## src/rfe_pkg.sv

```systemverilog
// Shared types, constants and the FCS helper for the RFCOMM frame encoder.
package rfe_pkg;

  localparam int unsigned QueueDepth = 4;

  localparam logic [7:0] UihCode     = 8'hEF;
  localparam logic [7:0] UihMask     = 8'hEF;
  localparam logic [7:0] CrcInit     = 8'hFF;
  localparam logic [7:0] CrcPolyRefl = 8'hE0;

  localparam int unsigned InDataW = 40;

  typedef struct packed {
    logic       is_data;
    logic       last;
    logic [7:0] byte0;
    logic [7:0] ctrl;
    logic [7:0] lbyte;
    logic       has_credit;
    logic [7:0] credit;
  } rfe_cmd_t;

  function automatic logic [7:0] crc8_byte(input logic [7:0] crc, input logic [7:0] b);
    logic [7:0] r;
    r = crc ^ b;
    for (int k = 0; k < 8; k++) begin
      r = r[0] ? ((r >> 1) ^ CrcPolyRefl) : (r >> 1);
    end
    return r;
  endfunction

endpackage

```

## src/rfcomm_frame_encoder_core.sv

```systemverilog
// Top level of the RFCOMM frame encoder with 8-bit FCS.
// Start items (tuser 0) open a frame and produce address, control, length,
// optional credit and, for an empty payload, the FCS byte; payload items
// (tuser 1) pass their byte through, and the last one is followed by the FCS
// byte flagged with tlast. Payload with no open frame is dropped. The output
// runs at one byte per cycle, set by the byte sequencer, while the receiver
// keeps m_axis_tready high and the queue holds commands. Input and output are
// decoupled by a QUEUE_DEPTH entry command queue, so payload is taken at one
// byte per cycle while the queue has room.
module rfcomm_frame_encoder_core #(
  parameter int unsigned QUEUE_DEPTH = rfe_pkg::QueueDepth
) (
  input  logic                        clk_i,
  input  logic                        rst_ni,
  input  logic                        cfg_valid_i,
  output logic                        cfg_ready_o,
  input  logic                        cfg_data_i,     // ea_bit
  input  logic                        s_axis_tvalid,
  output logic                        s_axis_tready,
  // dlci_channel, direction_bit, cr_bit, frame_type, pf_bit, payload_length,
  // has_credit, credit_value, data_byte
  input  logic [rfe_pkg::InDataW-1:0] s_axis_tdata,
  input  logic                        s_axis_tuser,   // func
  output logic                        m_axis_tvalid,
  input  logic                        m_axis_tready,
  output logic [7:0]                  m_axis_tdata,   // out_byte
  output logic                        m_axis_tlast    // frame_end
);
  import rfe_pkg::*;

  logic     ea_q;
  logic     q_full, q_push, q_pop, q_valid;
  rfe_cmd_t push_cmd, head_cmd;

  assign cfg_ready_o = 1'b1;

  always_ff @(posedge clk_i or negedge rst_ni) begin
    if (!rst_ni) begin
      ea_q <= 1'b1;
    end else if (cfg_valid_i) begin
      ea_q <= cfg_data_i;
    end
  end

  rfe_front u_front (
    .clk_i         (clk_i),
    .rst_ni        (rst_ni),
    .ea_bit_i      (ea_q),
    .s_axis_tvalid (s_axis_tvalid),
    .s_axis_tready (s_axis_tready),
    .s_axis_tdata  (s_axis_tdata),
    .s_axis_tuser  (s_axis_tuser),
    .q_full_i      (q_full),
    .q_push_o      (q_push),
    .q_cmd_o       (push_cmd)
  );

  rfe_fifo #(
    .Depth (QUEUE_DEPTH)
  ) u_fifo (
    .clk_i   (clk_i),
    .rst_ni  (rst_ni),
    .push_i  (q_push),
    .cmd_i   (push_cmd),
    .full_o  (q_full),
    .pop_i   (q_pop),
    .valid_o (q_valid),
    .cmd_o   (head_cmd)
  );

  rfe_back u_back (
    .clk_i         (clk_i),
    .rst_ni        (rst_ni),
    .head_valid_i  (q_valid),
    .head_i        (head_cmd),
    .pop_o         (q_pop),
    .m_axis_tvalid (m_axis_tvalid),
    .m_axis_tready (m_axis_tready),
    .m_axis_tdata  (m_axis_tdata),
    .m_axis_tlast  (m_axis_tlast)
  );

endmodule

```

## src/rfe_front.sv

```systemverilog
// Front end: accepts items, builds header commands and filters stray payload.
module rfe_front (
  input  logic                        clk_i,
  input  logic                        rst_ni,
  input  logic                        ea_bit_i,
  input  logic                        s_axis_tvalid,
  output logic                        s_axis_tready,
  input  logic [rfe_pkg::InDataW-1:0] s_axis_tdata,
  input  logic                        s_axis_tuser,
  input  logic                        q_full_i,
  output logic                        q_push_o,
  output rfe_pkg::rfe_cmd_t           q_cmd_o
);
  import rfe_pkg::*;

  logic [6:0] rem_q, rem_d;
  logic [4:0] dlci;
  logic [6:0] len;
  logic       xfer;

  assign dlci = s_axis_tdata[4:0];
  assign len  = s_axis_tdata[22:16];

  assign s_axis_tready = !q_full_i;
  assign xfer          = s_axis_tvalid && s_axis_tready;

  always_comb begin
    q_cmd_o.is_data    = s_axis_tuser;
    q_cmd_o.ctrl       = s_axis_tdata[14:7] | {3'b000, s_axis_tdata[15], 4'b0000};
    q_cmd_o.lbyte      = {len, 1'b1};
    q_cmd_o.has_credit = s_axis_tdata[23];
    q_cmd_o.credit     = s_axis_tdata[31:24];
    rem_d              = rem_q;
    q_push_o           = 1'b0;
    if (s_axis_tuser) begin
      q_cmd_o.byte0 = s_axis_tdata[39:32];
      q_cmd_o.last  = (rem_q == 7'd1);
      if (xfer && rem_q != 7'd0) begin
        q_push_o = 1'b1;
        rem_d    = rem_q - 7'd1;
      end
    end else begin
      q_cmd_o.byte0 = {dlci, s_axis_tdata[5], s_axis_tdata[6], ea_bit_i};
      q_cmd_o.last  = (len == 7'd0);
      if (xfer) begin
        q_push_o = 1'b1;
        rem_d    = len;
      end
    end
  end

  always_ff @(posedge clk_i or negedge rst_ni) begin
    if (!rst_ni) begin
      rem_q <= '0;
    end else begin
      rem_q <= rem_d;
    end
  end

endmodule

```

## src/rfe_fifo.sv

```systemverilog
// Short command queue between front end and byte sequencer.
module rfe_fifo #(
  parameter int unsigned Depth = rfe_pkg::QueueDepth
) (
  input  logic              clk_i,
  input  logic              rst_ni,
  input  logic              push_i,
  input  rfe_pkg::rfe_cmd_t cmd_i,
  output logic              full_o,
  input  logic              pop_i,
  output logic              valid_o,
  output rfe_pkg::rfe_cmd_t cmd_o
);
  import rfe_pkg::*;

  localparam int unsigned PtrW = (Depth > 1) ? $clog2(Depth) : 1;
  localparam int unsigned CntW = $clog2(Depth + 1);

  rfe_cmd_t        mem_q [Depth];
  logic [PtrW-1:0] wr_ptr_q, rd_ptr_q;
  logic [CntW-1:0] cnt_q;
  logic            do_push, do_pop;

  assign full_o  = (cnt_q == CntW'(Depth));
  assign valid_o = (cnt_q != '0);
  assign cmd_o   = mem_q[rd_ptr_q];
  assign do_push = push_i && !full_o;
  assign do_pop  = pop_i && valid_o;

  always_ff @(posedge clk_i) begin
    if (do_push) begin
      mem_q[wr_ptr_q] <= cmd_i;
    end
  end

  always_ff @(posedge clk_i or negedge rst_ni) begin
    if (!rst_ni) begin
      wr_ptr_q <= '0;
      rd_ptr_q <= '0;
      cnt_q    <= '0;
    end else begin
      if (do_push) begin
        wr_ptr_q <= (wr_ptr_q == PtrW'(Depth - 1)) ? '0 : wr_ptr_q + 1'b1;
      end
      if (do_pop) begin
        rd_ptr_q <= (rd_ptr_q == PtrW'(Depth - 1)) ? '0 : rd_ptr_q + 1'b1;
      end
      if (do_push && !do_pop) begin
        cnt_q <= cnt_q + 1'b1;
      end else if (do_pop && !do_push) begin
        cnt_q <= cnt_q - 1'b1;
      end
    end
  end

endmodule

```

## src/rfe_back.sv

```systemverilog
// Byte sequencer: emits header, payload and FCS bytes and keeps the FCS register.
module rfe_back (
  input  logic              clk_i,
  input  logic              rst_ni,
  input  logic              head_valid_i,
  input  rfe_pkg::rfe_cmd_t head_i,
  output logic              pop_o,
  output logic              m_axis_tvalid,
  input  logic              m_axis_tready,
  output logic [7:0]        m_axis_tdata,
  output logic              m_axis_tlast
);
  import rfe_pkg::*;

  localparam logic [2:0] PhHead   = 3'd0;
  localparam logic [2:0] PhCtrl   = 3'd1;
  localparam logic [2:0] PhLen    = 3'd2;
  localparam logic [2:0] PhCredit = 3'd3;
  localparam logic [2:0] PhFcs    = 3'd4;

  logic [2:0] phase_q, phase_d;
  logic [7:0] fcs_q, fcs_d;
  logic       valid_q;
  logic [7:0] byte_q, byte_d;
  logic       last_q, last_d;
  logic       out_free, load;

  assign out_free      = !valid_q || m_axis_tready;
  assign m_axis_tvalid = valid_q;
  assign m_axis_tdata  = byte_q;
  assign m_axis_tlast  = last_q;

  always_comb begin
    phase_d = phase_q;
    fcs_d   = fcs_q;
    pop_o   = 1'b0;
    load    = 1'b0;
    byte_d  = byte_q;
    last_d  = 1'b0;
    if (head_valid_i && out_free) begin
      load = 1'b1;
      case (phase_q)
        PhHead: begin
          byte_d = head_i.byte0;
          if (head_i.is_data) begin
            if (head_i.last) begin
              phase_d = PhFcs;
            end else begin
              pop_o = 1'b1;
            end
          end else begin
            fcs_d   = crc8_byte(CrcInit, head_i.byte0);
            phase_d = PhCtrl;
          end
        end
        PhCtrl: begin
          byte_d  = head_i.ctrl;
          fcs_d   = crc8_byte(fcs_q, head_i.ctrl);
          phase_d = PhLen;
        end
        PhLen: begin
          byte_d = head_i.lbyte;
          if ((head_i.ctrl & UihMask) != UihCode) begin
            fcs_d = crc8_byte(fcs_q, head_i.lbyte);
          end
          if (head_i.has_credit) begin
            phase_d = PhCredit;
          end else if (head_i.last) begin
            phase_d = PhFcs;
          end else begin
            pop_o   = 1'b1;
            phase_d = PhHead;
          end
        end
        PhCredit: begin
          byte_d = head_i.credit;
          if (head_i.last) begin
            phase_d = PhFcs;
          end else begin
            pop_o   = 1'b1;
            phase_d = PhHead;
          end
        end
        PhFcs: begin
          byte_d  = ~fcs_q;
          last_d  = 1'b1;
          fcs_d   = CrcInit;
          pop_o   = 1'b1;
          phase_d = PhHead;
        end
        default: begin
          load    = 1'b0;
          phase_d = PhHead;
        end
      endcase
    end
  end

  always_ff @(posedge clk_i or negedge rst_ni) begin
    if (!rst_ni) begin
      phase_q <= PhHead;
      fcs_q   <= CrcInit;
      valid_q <= 1'b0;
    end else begin
      phase_q <= phase_d;
      fcs_q   <= fcs_d;
      if (load) begin
        valid_q <= 1'b1;
      end else if (m_axis_tready) begin
        valid_q <= 1'b0;
      end
    end
  end

  always_ff @(posedge clk_i) begin
    if (load) begin
      byte_q <= byte_d;
      last_q <= last_d;
    end
  end

endmodule

```

## config.mk

```make
export PLATFORM = sky130hd
export DESIGN_NAME = rfcomm_frame_encoder_core
export DESIGN_NICKNAME = d
export VERILOG_FILES = /design/src/rfe_pkg.sv /design/src/rfcomm_frame_encoder_core.sv /design/src/rfe_front.sv /design/src/rfe_fifo.sv /design/src/rfe_back.sv
export SDC_FILE = /design/constraint.sdc
export NUM_CORES = 1
export LEC_CHECK = 0
export BUFFER_PORTS_ARGS = -buffer_cell sky130_fd_sc_hd__buf_2
export CORE_ASPECT_RATIO = 1.25
export CORE_MARGIN = 5
export CORE_UTILIZATION = 55
export CTS_CLUSTER_DIAMETER = 100
export DETAILED_ROUTE_END_ITERATION = 8
export HOLD_SLACK_MARGIN = 0.02
export MAX_ROUTING_LAYER = met4
export PLACE_DENSITY = 0.83
export SLEW_MARGIN = 20
export SYNTH_ARGS = -nofsm -noshare
export SYNTH_HDL_FRONTEND = slang
export SYNTH_SLANG_ARGS = --single-unit
```

## constraint.sdc

```tcl
create_clock -name clk_i -period 3 [get_ports clk_i]
set_clock_uncertainty 0.15 [all_clocks]
set_input_delay 0.45 -clock clk_i [delete_from_list [all_inputs] [get_ports clk_i]]
set_output_delay 0.45 -clock clk_i [all_outputs]
set_load 0.05 [all_outputs]
```

==> results of run 1 <==
## power by group through the flow
stage / Clock [mW] / Sequential (mW) / Combinational [mW]
global route: 2.24 / 3.74 / 6.75
CTS: 2.13 / 3.69 / 6.27
global placement: 0 / 3.69 / 6.12
floorplan: 0 / 3.85 / 4.64
detailed placement: 0 / 3.73 / 6.24
finish: 2.09 / 3.69 / 6.28
## per-stage QoR
step | instances | utilization | total power, mW | hold WS (ns) | cell area [um^2]
2_1_floorplan | 520 | - | 8.49 | 0.00441 | 8200
3_3_place_gp | 760 | 0.593 | 9.81 | 0.329 | 8790
3_5_place_dp | 760 | 0.593 | 9.97 | 0.341 | 8790
4_1_cts | 793 | 0.632 | 12.1 | 0.0605 | 9370
5_1_grt | 795 | 0.633 | 12.7 | 0.0701 | 9390
6_report | 795 | 0.633 | 12.1 | 0.0801 | 9390
## final cells by class
class / instances / area, um^2
sequential: 172 / 5040
tap: 182 / 228
multi-input combinational: 308 / 2960
clock buffer: 18 / 429
fill: 1063 / 5440
clock inverter: 14 / 138
timing repair buffer: 85 / 536
inverter: 16 / 60.1
## layer usage
metal | global-route usage | wire length (um)
met5 | - | 0
met4 | 0.108 | 637
met3 | 0.0438 | 752
met2 | 0.364 | 9300
met1 | 0.259 | 7070
## sequential cells by signal, indices dropped and copies added (netlist names)
signal,flops
u_fifo.cnt_q,3
u_fifo.rd_ptr_q,2
ea_q,1
u_fifo.mem_q,136
u_back.fcs_q,8
u_fifo.wr_ptr_q,2
u_back.m_axis_tdata,8
u_front.rem_q,7
u_back.m_axis_tlast,1
u_back.phase_q,3
u_back.m_axis_tvalid,1
## how the worst max path moves through the flow
stage,startpoint,slack (ns),endpoint,depth (start not counted)
floorplan,u_fifo.rd_ptr_q[0],0.02,u_fifo.cnt_q[2],14
global placement,u_fifo.rd_ptr_q[0],0.23,u_fifo.cnt_q[1],9
detailed placement,u_fifo.rd_ptr_q[0],0.14,u_fifo.cnt_q[2],11
CTS,u_fifo.rd_ptr_q[0],0.08,u_fifo.cnt_q[2],11
global route,u_fifo.rd_ptr_q[0],0.02,u_fifo.cnt_q[2],11
finish,u_fifo.rd_ptr_q[0],0.14,u_back.fcs_q[5],8
## kinds of logic after synthesis
| family | synth area share |
|---|---|
| other cells | 0.000458 |
| fa+ha+maj | 0.0162 |
| xor+xnor | 0.0851 |
| buf+inv | 0.0247 |
| compound gates | 0.0611 |
| mux | 0.146 |
| simple gates | 0.0513 |
| flops | 0.615 |
## cell usage in the layout, fill, tap and decap left out, types with 6 or more instances in the layout
master,netlist,final
mux4_1,17,16
xnor2_1,38,38
ha_1,9,8
nand2_1,43,43
xor2_1,11,11
buf_2,4,57
edfxtp_1,145,145
o21ai_0,22,22
a21oi_1,22,22
dfrtp_1,18,17
nand2b_1,6,6
mux2_2,17,17
mux2i_1,15,15
clkbuf_16,0,17
dfstp_2,9,9
nor2_1,20,19
buf_4,2,24
a221o_1,8,8
xnor3_1,9,9
mux4_2,18,19
inv_1,15,14
## critical path, delay by kind of cell (launching register included)
family | cells | cell delay, ns
AO/OA/AOI/OAI | 1 | 0.24
XOR/XNOR | 3 | 0.71
buffers and inverters | 2 | 0.33
flip-flops | 1 | 0.44
multiplexers | 2 | 0.93
## timing repair
action	CTS	global route
hold buffers	1	0
setup buffers	0	2
resized for setup	0	2
endpoints found under the setup margin	0	3
hold endpoints to repair	18	0
==> impl_metrics.ini, run 1 <==
[run_status]
status = complete, no violations

[synth]
synth_nets = 577
ys_types = 50
synth_top_area_frac = 0.532
yosys_warnings = 0
ys_seq_area_frac = 0.615
syn_avg_cell_area_um2 = 15.8
synthArstFlopShare = 0.157
synth_seq_cells = 172
synth.most_common_cell = edfxtp_1
netlist_instances = 520
ys.flop_type = edfxtp_1
yosysTopAreaCell = edfxtp_1
yosys-top-cells-area = edfxtp_1, dfrtp_1, mux4_1
netlist_top_cells_count = edfxtp_1, nand2_1, xnor2_1
synth_edf_count = 145
syn_area_um2 = 8190

[critical_path]
slowest_stage = mux4_1
path_max_fanout = 8
endpoint_kind = flip-flop
r2r.worst_path.cells = 8
critPathLaunchType = flip-flop
critical_path.max_stage_delay_ns = 0.74
cp_common_cell = buf_4
required_ns = 3.23
cp.arrival_ns = 3.09
path_cells = buf_4 > buf_4 > mux4_1 > xor2_1 > xnor2_2 > xnor2_1 > o311ai_1 > mux2_2
reg2reg_from = u_fifo.rd_ptr_q[0]
r2r-end = u_back.fcs_q[5]
critical_path_class = flip-flop to flip-flop
r2r_setup_slack_ns = 0.14

[route]
via_per_inst = 5.96
dr_total_vias = 4739
wirelength_um = 17800
initialDrtViolationCount = 330
firstDrtPassIters = 6
antenna_left = 0
wl_per_cell_um = 22.3
drc = 0

[timing]
slew_headroom = 0.489
setup_viol = 0
timing.fmax_mhz = 349
fin_crit_sh = 0.954
tns_ns = 0
fin_ws_ns = 0.137
slew_viol_final = 0
hold_viol = 0
worst_slew_pin_slew_ns = 0.766
rsz0062_at_grt = false
period_minus_slack_ns = 2.86

[power]
p_leak_nw = 3.50
p_sw_mw = 4.67
power_density_nw_per_um2 = 1280
seqPwrFrac = 0.306
pwr-share-clk = 0.173
ir_drop_v = 0.000604
power.share.switching = 0.387
share_comb_of_total_power = 0.521
p_int_mw = 7.39

[placed_design]
pre_cts_slack_ns = 0.138
place_congestion = 0.899
numPortBuffers = 57
hpwl_um = 12400

[global_route]
antenna_found_initial = 0
grt.total_usage = 0.220
grt_pass1_vias = 5059
grt_overflow = 0
grt_max_degree = 28
grt_pass1_wl_um = 28100

[clocking]
cts_tree = built
clock_sinks = 172
cts_buffers = 17
htreeDepth = 4
clk_pin_slew_ns = 0.07
cts-root-buf = clkbuf_16
clk_path_buf_depth = 2
worstSkewPairLatency_ns = 0.44

[flow_run]
cap_violations = 0

[die]
dieArea_um2 = 17400
dieHeight_um = 146
core_um2 = 14800
io_pins = 59
start_util = 0.552
row_count = 50
dieWidth_um = 119

[min_path]
whs_path_depth = 1
holdPathEnd = u_fifo.mem_q[1][17]
hold_path_startpoint = s_axis_tdata[8]
hold_path_class = input pin to flip-flop

[final_layout]
n_antenna_cell = 0
syn2layout_area_growth_pct = 14.6
final_nets = 657
drive_above_1_share = 0.289
No activity file was read; power rests on OpenSTA's default activity.
==> run 2: changes to the inputs <==
Settings changed: RECOVER_POWER set to 100.
Clock period 3 ns to 2.37 ns, I/O delays scaled along.
==> run 2 against run 1 <==
The run now ends with negative setup slack left. Non-clock buffer count rose by 61. Largest cell class unchanged. Die area unchanged. Critical path depth is 3 higher. Sequential share of layout area fell by 3.5 points.
==> impl_metrics.ini, run 2 (same netlist as run 1, synthesis figures left out) <==
[timing]
slew_viol_final = 0
slew_headroom = 0.135
period_minus_slack_ns = 2.73
rsz0062_at_grt = true
worst_slew_pin_slew_ns = 1.30
timing.fmax_mhz = 366
hold_slack_ns = 0.0440
hold_viol = 0
fin_ws_ns = -0.361
setup_viol = 17
tns_ns = -3.08
fin_crit_sh = 1.15

[min_path]
holdPathEnd = ea_q
whs_path_depth = 2
hold_path_class = input pin to flip-flop
hold_path_startpoint = cfg_valid_i

[critical_path]
cp.arrival_ns = 2.92
required_ns = 2.56
endpoint_kind = flip-flop
r2r_setup_slack_ns = -0.36
critical_path.max_stage_delay_ns = 0.54
critPathLaunchType = flip-flop
slowest_stage = mux4_2
path_cells = mux4_2 > a22oi_2 > nor2_1 > o211a_1 > inv_2 > ha_4 > inv_2 > fa_2 > xor2_1 > nor2_1 > xor2_1
path_max_fanout = 5
reg2reg_from = u_fifo.rd_ptr_q[0]
critical_path_class = flip-flop to flip-flop
r2r.worst_path.cells = 11
r2r-end = u_fifo.cnt_q[2]

[route]
highest_layer = met4
wirelength_um = 19700
met1_length_um = 7480
dr_total_vias = 5185
dr_wl_met3_um = 1150
wl_per_cell_um = 22.8
drc = 0
wl_met2_um = 10200
via_per_inst = 6.00
antenna_left = 0
initialDrtViolationCount = 491
firstDrtPassIters = 5

[power]
p_leak_nw = 3.73
fin_total_pwr_mw = 17.2
ir_drop_v = 0.000728
power_density_nw_per_um2 = 1710

[final_layout]
final_nets = 726
layout_common_cells = edfxtp_1, buf_4, nand2_1, clkbuf_1
largest_reg_flops = 136
multi_input_area_um2 = 3100
final-seq-area_um2 = 5040
drive_above_1_share = 0.317
syn2layout_area_growth_pct = 22.6
n_antenna_cell = 0
final_common_cell = edfxtp_1
fillers = 998
largest_register = u_fifo.mem_q

[clocking]
htreeDepth = 4
worstSkewPairLatency_ns = 0.43
cts_buffers = 17
cts_tree = built
clk_path_buf_depth = 2
cts-root-buf = clkbuf_16
clock_sinks = 172
clk_pin_slew_ns = 0.06

[die]
io_pins = 59
dieArea_um2 = 17400
dieHeight_um = 146
start_util = 0.552
core_um2 = 14800
dieWidth_um = 119
row_count = 50

[run_status]
violations = negative setup slack
status = complete, but fails checks

[placed_design]
pre_cts_slack_ns = -0.349
place_congestion = 0.956
hpwl_um = 12600
numPortBuffers = 57

[global_route]
grt_pass1_vias = 5447
antenna_found_initial = 0
grt_overflow = 0
grt_pass1_wl_um = 30000
grt.total_usage = 0.236
grt_max_degree = 29

[flow_run]
cap_violations = 0
run 2: power by group:
| group | internal (mW) | switching, mW |
|---|---|---|
| combinational | 4.89 | 4.93 |
| sequential | 4.24 | 0.434 |
| clock | 1.56 | 1.15 |
| total | 10.7 | 6.51 |
run 2: cell type report:
type / count / area share
flip-flops and latches: 172 / 0.502
inverters: 16 / 0.00598
repair buffers: 146 / 0.103
clock buffers: 20 / 0.0435
clock inverters: 12 / 0.0136
well taps: 182 / 0.0227
multi-input cells: 316 / 0.309
run 2: critical path, delay by kind of cell, from the launching register on:
family | cells | cell delay [ns]
AO/OA/AOI/OAI | 2 | 0.44
flip-flops | 1 | 0.43
buffers and inverters | 2 | 0.11
XOR/XNOR | 2 | 0.31
AND/OR/NAND/NOR | 2 | 0.20
adder cells (fa/ha/maj) | 2 | 0.46
multiplexers | 1 | 0.54
run 2: metal layers:
layer	GRT usage	up-vias
li1	-	2291
met1	0.276	2607
met2	0.390	227
met3	0.0480	60
met4	0.112	0
met5	-	-
run 2: per-stage QoR:
stage	utilization	instance area (um^2)	std cells
2_1_floorplan	-	8240	520
3_3_place_gp	0.614	9100	797
3_5_place_dp	0.614	9100	797
4_1_cts	0.670	9930	854
5_1_grt	0.677	10000	864
6_report	0.677	10000	864
run 2: worst max path at each step:
stage,startpoint,end,slack [ns],depth (start not counted)
2_1_floorplan,u_fifo.rd_ptr_q[0],u_fifo.cnt_q[2],-0.55,14
5_1_grt,u_fifo.rd_ptr_q[0],u_fifo.cnt_q[2],-0.48,11
3_3_place_gp,u_fifo.rd_ptr_q[0],u_fifo.cnt_q[1],-0.27,10
6_report,u_fifo.rd_ptr_q[0],u_fifo.cnt_q[2],-0.36,11
3_5_place_dp,u_fifo.rd_ptr_q[0],u_fifo.cnt_q[1],-0.35,10
4_1_cts,u_fifo.rd_ptr_q[0],u_fifo.cnt_q[2],-0.36,11
run 2: what timing repair did:
action,CTS,global route
hold buffers,18,0
gates cloned,4,4
buffers inserted,3,7
endpoints found under the hold margin,83,0
pin swaps,16,18
gates resized for setup,34,24
endpoints found under the setup margin,154,154
